===== src/sv/dsr_pkg.sv =====
package dsr_pkg;

    localparam int ID_W   = 6;
    localparam int SLOT_W = 3;
    localparam int SUSP_W = 4;
    localparam int ACT_W  = 2;
    localparam int STAT_W = 3;

    typedef enum logic [ACT_W-1:0] {
        ACT_SET_RELATION  = 2'd0,
        ACT_FIND          = 2'd1,
        ACT_WRITE_SUSPEND = 2'd2,
        ACT_NOP           = 2'd3
    } action_t;

    typedef enum logic [STAT_W-1:0] {
        ST_OK            = 3'd0,
        ST_NOT_DEBUGGER  = 3'd1,
        ST_TABLE_FULL    = 3'd3,
        ST_ILLEGAL       = 3'd4,
        ST_DBG_NOT_FOUND = 3'd5,
        ST_LOOKUP_FAILED = 3'd6
    } status_t;

    // How a decoded request continues after the decode cycle.
    typedef enum logic [1:0] {
        ROUTE_FINAL  = 2'd0,
        ROUTE_UNREG  = 2'd1,
        ROUTE_TARGET = 2'd2
    } route_t;

    localparam logic KIND_FINAL    = 1'b0;
    localparam logic KIND_CONTINUE = 1'b1;

    typedef struct packed {
        logic load;
        logic emit_decode;
        logic unreg_begin;
        logic target_eval;
        logic sweep;
        logic final_emit;
    } cmd_t;

    typedef struct packed {
        route_t route;
        logic   tgt_cont;
        logic   sweep_last;
    } sts_t;

endpackage


===== src/sv/dsr_controller.sv =====
module dsr_controller (
    input  logic          clk,
    input  logic          rst_n,
    input  logic          start,
    input  dsr_pkg::sts_t sts,
    output dsr_pkg::cmd_t cmd,
    output logic          busy
);

    typedef enum logic [5:0] {
        S_IDLE   = 6'b000001,
        S_DECODE = 6'b000010,
        S_TARGET = 6'b000100,
        S_SWEEP  = 6'b001000,
        S_DRAIN  = 6'b010000,
        S_FINAL  = 6'b100000
    } state_t;

    state_t state_reg;
    state_t state_next;

    always_ff @(posedge clk or negedge rst_n)
    begin
        if (!rst_n)
        begin
            state_reg <= S_IDLE;
        end
        else
        begin
            state_reg <= state_next;
        end
    end

    always_comb
    begin
        state_next = state_reg;
        cmd        = '0;
        unique case (state_reg)
            S_IDLE:
            begin
                if (start)
                begin
                    cmd.load   = 1'b1;
                    state_next = S_DECODE;
                end
            end
            S_DECODE:
            begin
                priority if (sts.route == dsr_pkg::ROUTE_UNREG)
                begin
                    cmd.unreg_begin = 1'b1;
                    state_next      = S_SWEEP;
                end
                else if (sts.route == dsr_pkg::ROUTE_TARGET)
                begin
                    state_next = S_TARGET;
                end
                else
                begin
                    cmd.emit_decode = 1'b1;
                    state_next      = S_IDLE;
                end
            end
            S_TARGET:
            begin
                cmd.target_eval = 1'b1;
                state_next      = sts.tgt_cont ? S_FINAL : S_IDLE;
            end
            S_SWEEP:
            begin
                cmd.sweep = 1'b1;
                if (sts.sweep_last)
                begin
                    state_next = S_DRAIN;
                end
            end
            S_DRAIN:
            begin
                state_next = S_FINAL;
            end
            S_FINAL:
            begin
                cmd.final_emit = 1'b1;
                state_next     = S_IDLE;
            end
            default:
            begin
                state_next = S_IDLE;
            end
        endcase
    end

    assign busy = (state_reg != S_IDLE);

endmodule


===== src/sv/dsr_datapath.sv =====
module dsr_datapath #(
    parameter int SLOT_COUNT    = 6,
    parameter int PROCESS_COUNT = 63
) (
    input  logic                        clk,
    input  logic                        rst_n,
    input  dsr_pkg::cmd_t               cmd,
    output dsr_pkg::sts_t               sts,
    input  logic [dsr_pkg::ACT_W-1:0]   action,
    input  logic                        debugger_present,
    input  logic                        debugger_found,
    input  logic [dsr_pkg::ID_W-1:0]    debugger_id,
    input  logic                        target_present,
    input  logic                        target_found,
    input  logic [dsr_pkg::ID_W-1:0]    target_id,
    input  logic [dsr_pkg::SUSP_W-1:0]  suspend_bits,
    output logic                        strobe,
    output logic                        kind,
    output logic [dsr_pkg::STAT_W-1:0]  status,
    output logic [dsr_pkg::SLOT_W-1:0]  slot_index,
    output logic [dsr_pkg::ID_W-1:0]    continue_id,
    output logic                        last
);

    localparam int PW    = $clog2(PROCESS_COUNT + 1);
    localparam int DEPTH = 2 ** PW;

    // Captured request.
    dsr_pkg::action_t              act_reg;
    logic                          dp_reg;
    logic                          df_reg;
    logic [dsr_pkg::ID_W-1:0]      did_reg;
    logic                          tp_reg;
    logic                          tf_reg;
    logic [dsr_pkg::ID_W-1:0]      tid_reg;
    logic [dsr_pkg::SUSP_W-1:0]    sb_reg;

    // Slot table.
    logic [dsr_pkg::ID_W-1:0]      slot_owner_reg [1:SLOT_COUNT];

    // Per-process memories with valid bits standing in for the reset value.
    logic [dsr_pkg::SLOT_W-1:0]    pds_mem  [DEPTH];
    logic [dsr_pkg::SUSP_W-1:0]    susp_mem [DEPTH];
    logic [DEPTH-1:0]              pds_valid_reg;
    logic [DEPTH-1:0]              susp_valid_reg;
    logic [dsr_pkg::SLOT_W-1:0]    pds_rd_reg;
    logic [dsr_pkg::SUSP_W-1:0]    susp_rd_reg;
    logic                          pds_rv_reg;
    logic                          susp_rv_reg;
    logic [dsr_pkg::SLOT_W-1:0]    pds_eff;
    logic [dsr_pkg::SUSP_W-1:0]    susp_eff;
    logic [PW-1:0]                 rd_idx;
    logic [PW-1:0]                 tid_idx;

    logic                          pds_we;
    logic [PW-1:0]                 pds_wa;
    logic [dsr_pkg::SLOT_W-1:0]    pds_wd;
    logic                          susp_we;

    // Sweep over all processes.
    logic [PW-1:0]                 sweep_cnt_reg;
    logic                          eval_vld_reg;
    logic [PW-1:0]                 eval_j_reg;
    logic                          sweep_hit;

    // Result latched for a final beat that follows continue beats.
    dsr_pkg::status_t              fin_status_reg;
    logic [dsr_pkg::SLOT_W-1:0]    fin_slot_reg;

    // Decode.
    logic                          did_ok;
    logic                          tid_ok;
    logic [dsr_pkg::SLOT_W-1:0]    found_slot;
    logic [dsr_pkg::SLOT_W-1:0]    open_slot;
    logic [dsr_pkg::SLOT_W-1:0]    attach_slot;
    dsr_pkg::route_t               route;
    dsr_pkg::status_t              dec_status;
    logic [dsr_pkg::SLOT_W-1:0]    dec_slot;
    logic                          is_detach;
    logic                          tgt_cont;

    // Result beat.
    logic                          emit;
    logic                          e_kind;
    dsr_pkg::status_t              e_status;
    logic [dsr_pkg::SLOT_W-1:0]    e_slot;
    logic [dsr_pkg::ID_W-1:0]      e_cid;
    logic                          strobe_reg;
    logic                          kind_reg;
    dsr_pkg::status_t              status_reg;
    logic [dsr_pkg::SLOT_W-1:0]    slot_reg;
    logic [dsr_pkg::ID_W-1:0]      cid_reg;

    always_ff @(posedge clk)
    begin
        if (cmd.load)
        begin
            act_reg <= dsr_pkg::action_t'(action);
            dp_reg  <= debugger_present;
            df_reg  <= debugger_found;
            did_reg <= debugger_id;
            tp_reg  <= target_present;
            tf_reg  <= target_found;
            tid_reg <= target_id;
            sb_reg  <= suspend_bits;
        end
    end

    assign did_ok  = (did_reg != '0) && (did_reg <= dsr_pkg::ID_W'(PROCESS_COUNT));
    assign tid_ok  = (tid_reg != '0) && (tid_reg <= dsr_pkg::ID_W'(PROCESS_COUNT));
    assign tid_idx = tid_reg[PW-1:0];

    // Lowest slot owned by the debugger, and lowest free slot.
    always_comb
    begin
        found_slot = '0;
        open_slot  = '0;
        for (int i = SLOT_COUNT; i >= 1; i--)
        begin
            if (slot_owner_reg[i] == did_reg)
            begin
                found_slot = dsr_pkg::SLOT_W'(i);
            end
            if (slot_owner_reg[i] == '0)
            begin
                open_slot = dsr_pkg::SLOT_W'(i);
            end
        end
    end

    assign attach_slot = (found_slot != '0) ? found_slot : open_slot;

    always_comb
    begin
        route      = dsr_pkg::ROUTE_FINAL;
        dec_status = dsr_pkg::ST_OK;
        dec_slot   = '0;
        unique case (act_reg)
            dsr_pkg::ACT_FIND:
            begin
                if (did_ok && found_slot != '0)
                begin
                    dec_slot = found_slot;
                end
                else
                begin
                    dec_status = dsr_pkg::ST_NOT_DEBUGGER;
                end
            end
            dsr_pkg::ACT_WRITE_SUSPEND, dsr_pkg::ACT_NOP:
            begin
                dec_slot = '0;
            end
            dsr_pkg::ACT_SET_RELATION:
            begin
                if (!tp_reg)
                begin
                    if (dp_reg)
                    begin
                        if (!df_reg || !did_ok)
                        begin
                            dec_status = dsr_pkg::ST_LOOKUP_FAILED;
                        end
                        else if (found_slot == '0)
                        begin
                            dec_status = dsr_pkg::ST_NOT_DEBUGGER;
                        end
                        else
                        begin
                            route    = dsr_pkg::ROUTE_UNREG;
                            dec_slot = found_slot;
                        end
                    end
                end
                else if (!tf_reg || !tid_ok)
                begin
                    dec_status = dsr_pkg::ST_LOOKUP_FAILED;
                end
                else if (!dp_reg)
                begin
                    route = dsr_pkg::ROUTE_TARGET;
                end
                else if (!df_reg || !did_ok)
                begin
                    dec_status = dsr_pkg::ST_DBG_NOT_FOUND;
                end
                else if (did_reg == tid_reg)
                begin
                    if (found_slot == '0)
                    begin
                        dec_status = dsr_pkg::ST_NOT_DEBUGGER;
                    end
                    else
                    begin
                        route    = dsr_pkg::ROUTE_UNREG;
                        dec_slot = found_slot;
                    end
                end
                else if (attach_slot == '0)
                begin
                    dec_status = dsr_pkg::ST_TABLE_FULL;
                end
                else
                begin
                    route = dsr_pkg::ROUTE_TARGET;
                end
            end
        endcase
    end

    always_ff @(posedge clk or negedge rst_n)
    begin
        if (!rst_n)
        begin
            for (int i = 1; i <= SLOT_COUNT; i++)
            begin
                slot_owner_reg[i] <= '0;
            end
        end
        else
        begin
            for (int i = 1; i <= SLOT_COUNT; i++)
            begin
                if (cmd.unreg_begin && found_slot == dsr_pkg::SLOT_W'(i))
                begin
                    slot_owner_reg[i] <= '0;
                end
                else if (cmd.target_eval && dp_reg && found_slot == '0 &&
                         open_slot == dsr_pkg::SLOT_W'(i))
                begin
                    slot_owner_reg[i] <= did_reg;
                end
            end
        end
    end

    // Memory read port: the sweep address while sweeping, else the target.
    assign rd_idx = cmd.sweep ? sweep_cnt_reg : tid_idx;

    always_ff @(posedge clk)
    begin
        pds_rd_reg  <= pds_mem[rd_idx];
        susp_rd_reg <= susp_mem[rd_idx];
        if (pds_we)
        begin
            pds_mem[pds_wa] <= pds_wd;
        end
        if (susp_we)
        begin
            susp_mem[tid_idx] <= sb_reg;
        end
    end

    always_ff @(posedge clk or negedge rst_n)
    begin
        if (!rst_n)
        begin
            pds_valid_reg  <= '0;
            susp_valid_reg <= '0;
            pds_rv_reg     <= 1'b0;
            susp_rv_reg    <= 1'b0;
        end
        else
        begin
            pds_rv_reg  <= pds_valid_reg[rd_idx];
            susp_rv_reg <= susp_valid_reg[rd_idx];
            if (pds_we)
            begin
                pds_valid_reg[pds_wa] <= 1'b1;
            end
            if (susp_we)
            begin
                susp_valid_reg[tid_idx] <= 1'b1;
            end
        end
    end

    assign pds_eff  = pds_rv_reg  ? pds_rd_reg  : '0;
    assign susp_eff = susp_rv_reg ? susp_rd_reg : '0;

    assign is_detach = !dp_reg;
    assign tgt_cont  = is_detach && (pds_eff != '0) && (susp_eff != '0);
    assign sweep_hit = eval_vld_reg && (pds_eff == fin_slot_reg);

    always_comb
    begin
        pds_we = 1'b0;
        pds_wa = tid_idx;
        pds_wd = '0;
        if (sweep_hit)
        begin
            pds_we = 1'b1;
            pds_wa = eval_j_reg;
        end
        else if (cmd.target_eval)
        begin
            if (is_detach)
            begin
                pds_we = (pds_eff != '0);
            end
            else
            begin
                pds_we = 1'b1;
                pds_wd = attach_slot;
            end
        end
    end

    assign susp_we = cmd.emit_decode && (act_reg == dsr_pkg::ACT_WRITE_SUSPEND) && tid_ok;

    always_ff @(posedge clk or negedge rst_n)
    begin
        if (!rst_n)
        begin
            eval_vld_reg <= 1'b0;
        end
        else
        begin
            eval_vld_reg <= cmd.sweep;
        end
    end

    always_ff @(posedge clk)
    begin
        eval_j_reg <= sweep_cnt_reg;
        if (cmd.unreg_begin)
        begin
            sweep_cnt_reg <= PW'(1);
        end
        else if (cmd.sweep)
        begin
            sweep_cnt_reg <= sweep_cnt_reg + PW'(1);
        end
        if (cmd.unreg_begin)
        begin
            fin_status_reg <= dsr_pkg::ST_OK;
            fin_slot_reg   <= found_slot;
        end
        else if (cmd.target_eval)
        begin
            fin_status_reg <= dsr_pkg::ST_OK;
            fin_slot_reg   <= '0;
        end
    end

    assign sts.route      = route;
    assign sts.tgt_cont   = tgt_cont;
    assign sts.sweep_last = (sweep_cnt_reg == PW'(PROCESS_COUNT));

    always_comb
    begin
        emit     = 1'b0;
        e_kind   = dsr_pkg::KIND_FINAL;
        e_status = dsr_pkg::ST_OK;
        e_slot   = '0;
        e_cid    = '0;
        priority if (cmd.emit_decode)
        begin
            emit     = 1'b1;
            e_status = dec_status;
            e_slot   = dec_slot;
        end
        else if (cmd.final_emit)
        begin
            emit     = 1'b1;
            e_status = fin_status_reg;
            e_slot   = fin_slot_reg;
        end
        else if (cmd.target_eval)
        begin
            emit = 1'b1;
            if (is_detach)
            begin
                if (tgt_cont)
                begin
                    e_kind = dsr_pkg::KIND_CONTINUE;
                    e_cid  = tid_reg;
                end
            end
            else
            begin
                e_status = (pds_eff != '0) ? dsr_pkg::ST_ILLEGAL : dsr_pkg::ST_OK;
                e_slot   = attach_slot;
            end
        end
        else if (sweep_hit && susp_eff != '0)
        begin
            emit   = 1'b1;
            e_kind = dsr_pkg::KIND_CONTINUE;
            e_cid  = dsr_pkg::ID_W'(eval_j_reg);
        end
    end

    always_ff @(posedge clk or negedge rst_n)
    begin
        if (!rst_n)
        begin
            strobe_reg <= 1'b0;
        end
        else
        begin
            strobe_reg <= emit;
        end
    end

    always_ff @(posedge clk)
    begin
        if (emit)
        begin
            kind_reg   <= e_kind;
            status_reg <= e_status;
            slot_reg   <= e_slot;
            cid_reg    <= e_cid;
        end
    end

    assign strobe      = strobe_reg;
    assign kind        = kind_reg;
    assign status      = status_reg;
    assign slot_index  = slot_reg;
    assign continue_id = cid_reg;
    assign last        = (kind_reg == dsr_pkg::KIND_FINAL);

endmodule


===== src/sv/debugger_slot_registry.sv =====
// Debugger slot registry.
// A request beat is taken at a rising clock edge where start is high and busy
// is low; busy stays high until the request has finished its work. Each result
// beat appears for exactly one cycle with strobe high, and the receiver cannot
// hold it off. A request gives zero or more continue beats (kind 1) followed by
// exactly one final status beat (kind 0, last 1).
// Find, suspend writes, errors and table-full answers are decided in the
// decode state. Attach and detach pass through the target state, and a
// detach that also resumes the target adds a final state. Unregistering a
// debugger walks every process entry through the single read port of the
// per-process memories, one entry per cycle, before the drain and final
// states. Requests are handled one at a time.
// Reset clears the slot table and marks every per-process entry as holding
// no debugger and no suspend bits; the block is ready right after reset.
module debugger_slot_registry #(
    parameter int SLOT_COUNT    = 6,
    parameter int PROCESS_COUNT = 63
) (
    input  logic                        clk,
    input  logic                        rst_n,
    input  logic                        start,
    output logic                        busy,
    input  logic [dsr_pkg::ACT_W-1:0]   action,
    input  logic                        debugger_present,
    input  logic                        debugger_found,
    input  logic [dsr_pkg::ID_W-1:0]    debugger_id,
    input  logic                        target_present,
    input  logic                        target_found,
    input  logic [dsr_pkg::ID_W-1:0]    target_id,
    input  logic [dsr_pkg::SUSP_W-1:0]  suspend_bits,
    output logic                        strobe,
    output logic                        kind,
    output logic [dsr_pkg::STAT_W-1:0]  status,
    output logic [dsr_pkg::SLOT_W-1:0]  slot_index,
    output logic [dsr_pkg::ID_W-1:0]    continue_id,
    output logic                        last
);

    // The controller sequences a request; the datapath holds the tables,
    // makes the data-dependent decisions and drives the result registers.
    dsr_pkg::cmd_t cmd;
    dsr_pkg::sts_t sts;

    dsr_controller u_ctrl (
        .clk   (clk),
        .rst_n (rst_n),
        .start (start),
        .sts   (sts),
        .cmd   (cmd),
        .busy  (busy)
    );

    dsr_datapath #(
        .SLOT_COUNT    (SLOT_COUNT),
        .PROCESS_COUNT (PROCESS_COUNT)
    ) u_dp (
        .clk              (clk),
        .rst_n            (rst_n),
        .cmd              (cmd),
        .sts              (sts),
        .action           (action),
        .debugger_present (debugger_present),
        .debugger_found   (debugger_found),
        .debugger_id      (debugger_id),
        .target_present   (target_present),
        .target_found     (target_found),
        .target_id        (target_id),
        .suspend_bits     (suspend_bits),
        .strobe           (strobe),
        .kind             (kind),
        .status           (status),
        .slot_index       (slot_index),
        .continue_id      (continue_id),
        .last             (last)
    );

endmodule


===== config.mk =====
export PLATFORM = sky130hd
export DESIGN_NAME = debugger_slot_registry
export DESIGN_NICKNAME = d
export VERILOG_FILES = /design/src/sv/dsr_pkg.sv /design/src/sv/dsr_controller.sv /design/src/sv/dsr_datapath.sv /design/src/sv/debugger_slot_registry.sv
export SDC_FILE = /design/constraint.sdc
export NUM_CORES = 1
export LEC_CHECK = 0
export ABC_CLOCK_PERIOD_IN_PS = 6500
export BUFFER_PORTS_ARGS = -buffer_cell sky130_fd_sc_hd__buf_2
export CORE_MARGIN = 1.5
export CORE_UTILIZATION = 55
export CTS_BUF_LIST = sky130_fd_sc_hd__clkbuf_16
export DETAILED_ROUTE_END_ITERATION = 12
export GPL_TIMING_DRIVEN = 0
export PLACE_DENSITY_LB_ADDON = 0.08
export SYNTH_ARGS = -nofsm -noshare
export SYNTH_HDL_FRONTEND = slang
export SYNTH_SLANG_ARGS = --single-unit

===== constraint.sdc =====
create_clock -name clk -period 6.5 [get_ports clk]
set_clock_uncertainty 0.1 [all_clocks]
set_input_delay 0.65 -clock clk [delete_from_list [all_inputs] [get_ports clk]]
set_output_delay 0.65 -clock clk [all_outputs]
set_load 0.1 [all_outputs]

==> run metrics <==
status=finished, violations left; violated checks=max-capacitance violations; placed instance count=2983; Max FO, Critical Path=10; post-synth top area share=50.24%; CP Launch Type=flip-flop; Synth Area in Adders=0.1292%; cell class contributing the biggest share of worst-path delay=simple AND/OR/NAND/NOR gates; pwr/cell area=313.8 nW/um^2; Gate power share=14.3%; layout cells sized above 1=16.27%; cell area after synthesis=29050 sq um; FF-to-FF setup slack=0.83 ns; unrepaired setup endpoints after global routing=false; GPL Wtd Cong=0.9561; H-Tree Level Count=3; Syn Area/Cell=13.05 sq um; DP Area=30640 sq um; crit end category=flip-flop; post-synthesis mux area share=4.191%; ant diodes=0; Hold Slack=0.1129 ns; first-pass GRT wire length=126400 microns; core area=52340 sq um; Cell variety after synth=86; hold depth=1; initial antenna violation count=2; sw frac=27.76%; largest net degree at the start of global routing=102; RR Endpoint=u_dp.susp_mem[48][1]; hold wc startpoint=target_id[5]; Critical Path, Cell by Cell=clkbuf_1 -> clkbuf_1 -> xor2_1 -> nor3_1 -> nand2_1 -> a21oi_1 -> nand2_1 -> ha_1 -> nand2_1 -> nor4b_1 -> nand3_1 -> nor2_1; clk sinks=679; combinational family with the most area after synthesis=compound AO/OA/AOI/OAI gates; Port Buffers=40; DR WL/cell=27.46 microns; drt drc=0; clk slew on worst S/H paths=0.06 ns; fin crit share=87.25%; Die Span Y=232.8 microns; Synth Area in XOR/XNOR=1.387%; Remaining Overflow, GRT=0; total wire length=85550 microns; Post-DRT Antenna Nets=0; Synth area leader=edfxtp_1; max_cap viols=1; register area share after synthesis=66.54%; r2r startpoint=u_dp.tid_idx[1]; CP max-delay cell=nor4b_1; CP bufs+invs=2; Crit Path Class=flip-flop to flip-flop; GRT Util Overall=31.97%; Max clock buf depth=3; row count=84; leak pwr=0.01250 uW; number of flip-flops in the largest register=256; ranking of synthesized cells by area=edfxtp_1 50%, dfrtp_1 15%, nor2_1 3.2%, mux2i_1 2.1%, mux2_2 2.1%; vias=20290; Final Setup Violations=0; IO Count=41; Setup Buffers After CTS=0; Data arrival, critical path=5.83 ns; Die X=232.8 microns; Yosys warning total=0; Worst Hold Class=primary input to flip-flop; DR iter-0 viols=2344; Slew headroom=0.7795%; nets=2398; Largest Register=u_dp.susp_mem; Final min period=5.671 ns; Worst-Margin Slew=1.468 ns; Clock power frac=38.0%; CTS tree=yes; Synth Register Bits=679; clock latency reported for the late side of the worst-skew pair=0.62 ns; Detailed Place HPWL=60030 microns; Via-to-Cell Ratio=6.512; Int Pwr=7455 uW; ys flop type=edfxtp_1; most frequent cells after synthesis=486 x edfxtp_1, 248 x nor2_1, 173 x dfrtp_1; vias in the first global route=19790; Worst Hold End=u_dp.tid_idx[5]; CTS Root Cell=clkbuf_16; Design Area, Final=32890 sq um; synthesized instance count=2226; Max Fclk=176.3 MHz; fin cells=3116; Layout area overhead=13.22%; proportion of power drawn by flip-flops and latches=47.7%; biggest regs=u_dp.susp_mem x256, u_dp.pds_mem x192; Post-CTS Resized=0; top-count cell post-synth=edfxtp_1; Die ar.=54200 sq um; Final Hold Viols=0; crit-path most repeated cell=nand2_1; EDFF count, synth=486; FFs w/ async S/R, synth=25.63%; CTS Buf Count=72; initial core utilization=55.50%; switching pwr=2865 uW; area fraction in compound gates after synthesis=14.19%; post-synthesis simple-gate area fraction=10.98%; Worst path max stage delay=0.80 ns; first drt pass iteration count=6; max-slew violations=0; peak supply drop=0.0002237 V; Data required, critical path=6.66 ns; Worst Reg-to-Reg Cells=12
## power by group through the flow
stage	clock network (uW)	registers (uW)	logic, uW
2_1_floorplan	0	5060	776
3_3_place_gp	0	5080	1300
3_5_place_dp	0	5010	1460
4_1_cts	3950	4920	1460
5_1_grt	4110	4930	1560
6_report	3920	4920	1480
## cell usage in the layout, fill, tap and decap left out, drive strengths merged, types with 55 or more instances in the layout
master  count
edfxtp    486
nor2      249
dfrtp     173
clkbuf    171
buf       129
a21oi      98
o21ai      90
nand3      81
or2        79
nand2      68
o21bai     65
mux2i      62
o22ai      55
## worst max-delay path by stage
stage,start,to,cells after the start
6_report,u_dp.tid_idx[1],u_dp.susp_mem[48][1],12
3_5_place_dp,u_dp.tid_idx[0],u_dp.susp_mem[49][1],11
3_3_place_gp,u_dp.did_reg[1],u_dp.pds_mem[18][0],10
2_1_floorplan,u_dp.did_reg[4],u_dp.pds_mem[0][0],10
4_1_cts,u_dp.tid_idx[0],u_dp.susp_mem[48][1],11
5_1_grt,u_dp.tid_idx[1],u_dp.susp_mem[48][1],12
## per-stage QoR
stage | TNS (ns) | power, uW | util [%] | worst slack (ns)
3_3_place_gp | -416.17 | 6379 | 57.55 | -2.403
3_5_place_dp | 0 | 6463 | 58.55 | 0.5433
6_report | 0 | 10320 | 62.84 | 0.8290
5_1_grt | 0 | 10600 | 62.84 | 0.6662
2_1_floorplan | 0 | 5841 | - | 1.242
4_1_cts | 0 | 10330 | 62.83 | 0.4952
## final cells by class
class,count,area (sq um)
Buffer,159,714.4
Multi-Input combinational cell,1382,9045
Clock inverter,57,356.6
Fill cell,3972,19450
Clock buffer,75,1877
Tap cell,688,860.8
Inverter,9,33.78
Timing Repair Buffer,67,671.9
Sequential cell,679,19330
## kinds of logic after synthesis
| kind of cell | after synthesis |
|---|---|
| adders and majority gates | 3 |
| buffers and inverters | 168 |
| muxes | 115 |
| other | 1 |
| AOI/OAI and AO/OA | 578 |
| xor gates and xnor gates | 46 |
| DFF | 679 |
| and+or+nand+nor | 636 |
## layer usage
layer / GRT usage, % / wire length (microns) / share of wire, %
met3: 5.931 / 7436 / 8.7
met5: 0 / 0 / 0
met2: 48.78 / 39060 / 46
met4: 14.03 / 3844 / 4.5
met1: 45.00 / 35210 / 41
## what timing repair did
action                                  4_1_cts  5_1_grt
endpoints found under the setup margin        0        0
endpoints found under the hold margin        72        0
hold buffers                                  1        0
Power figures use the tool's default switching activity.
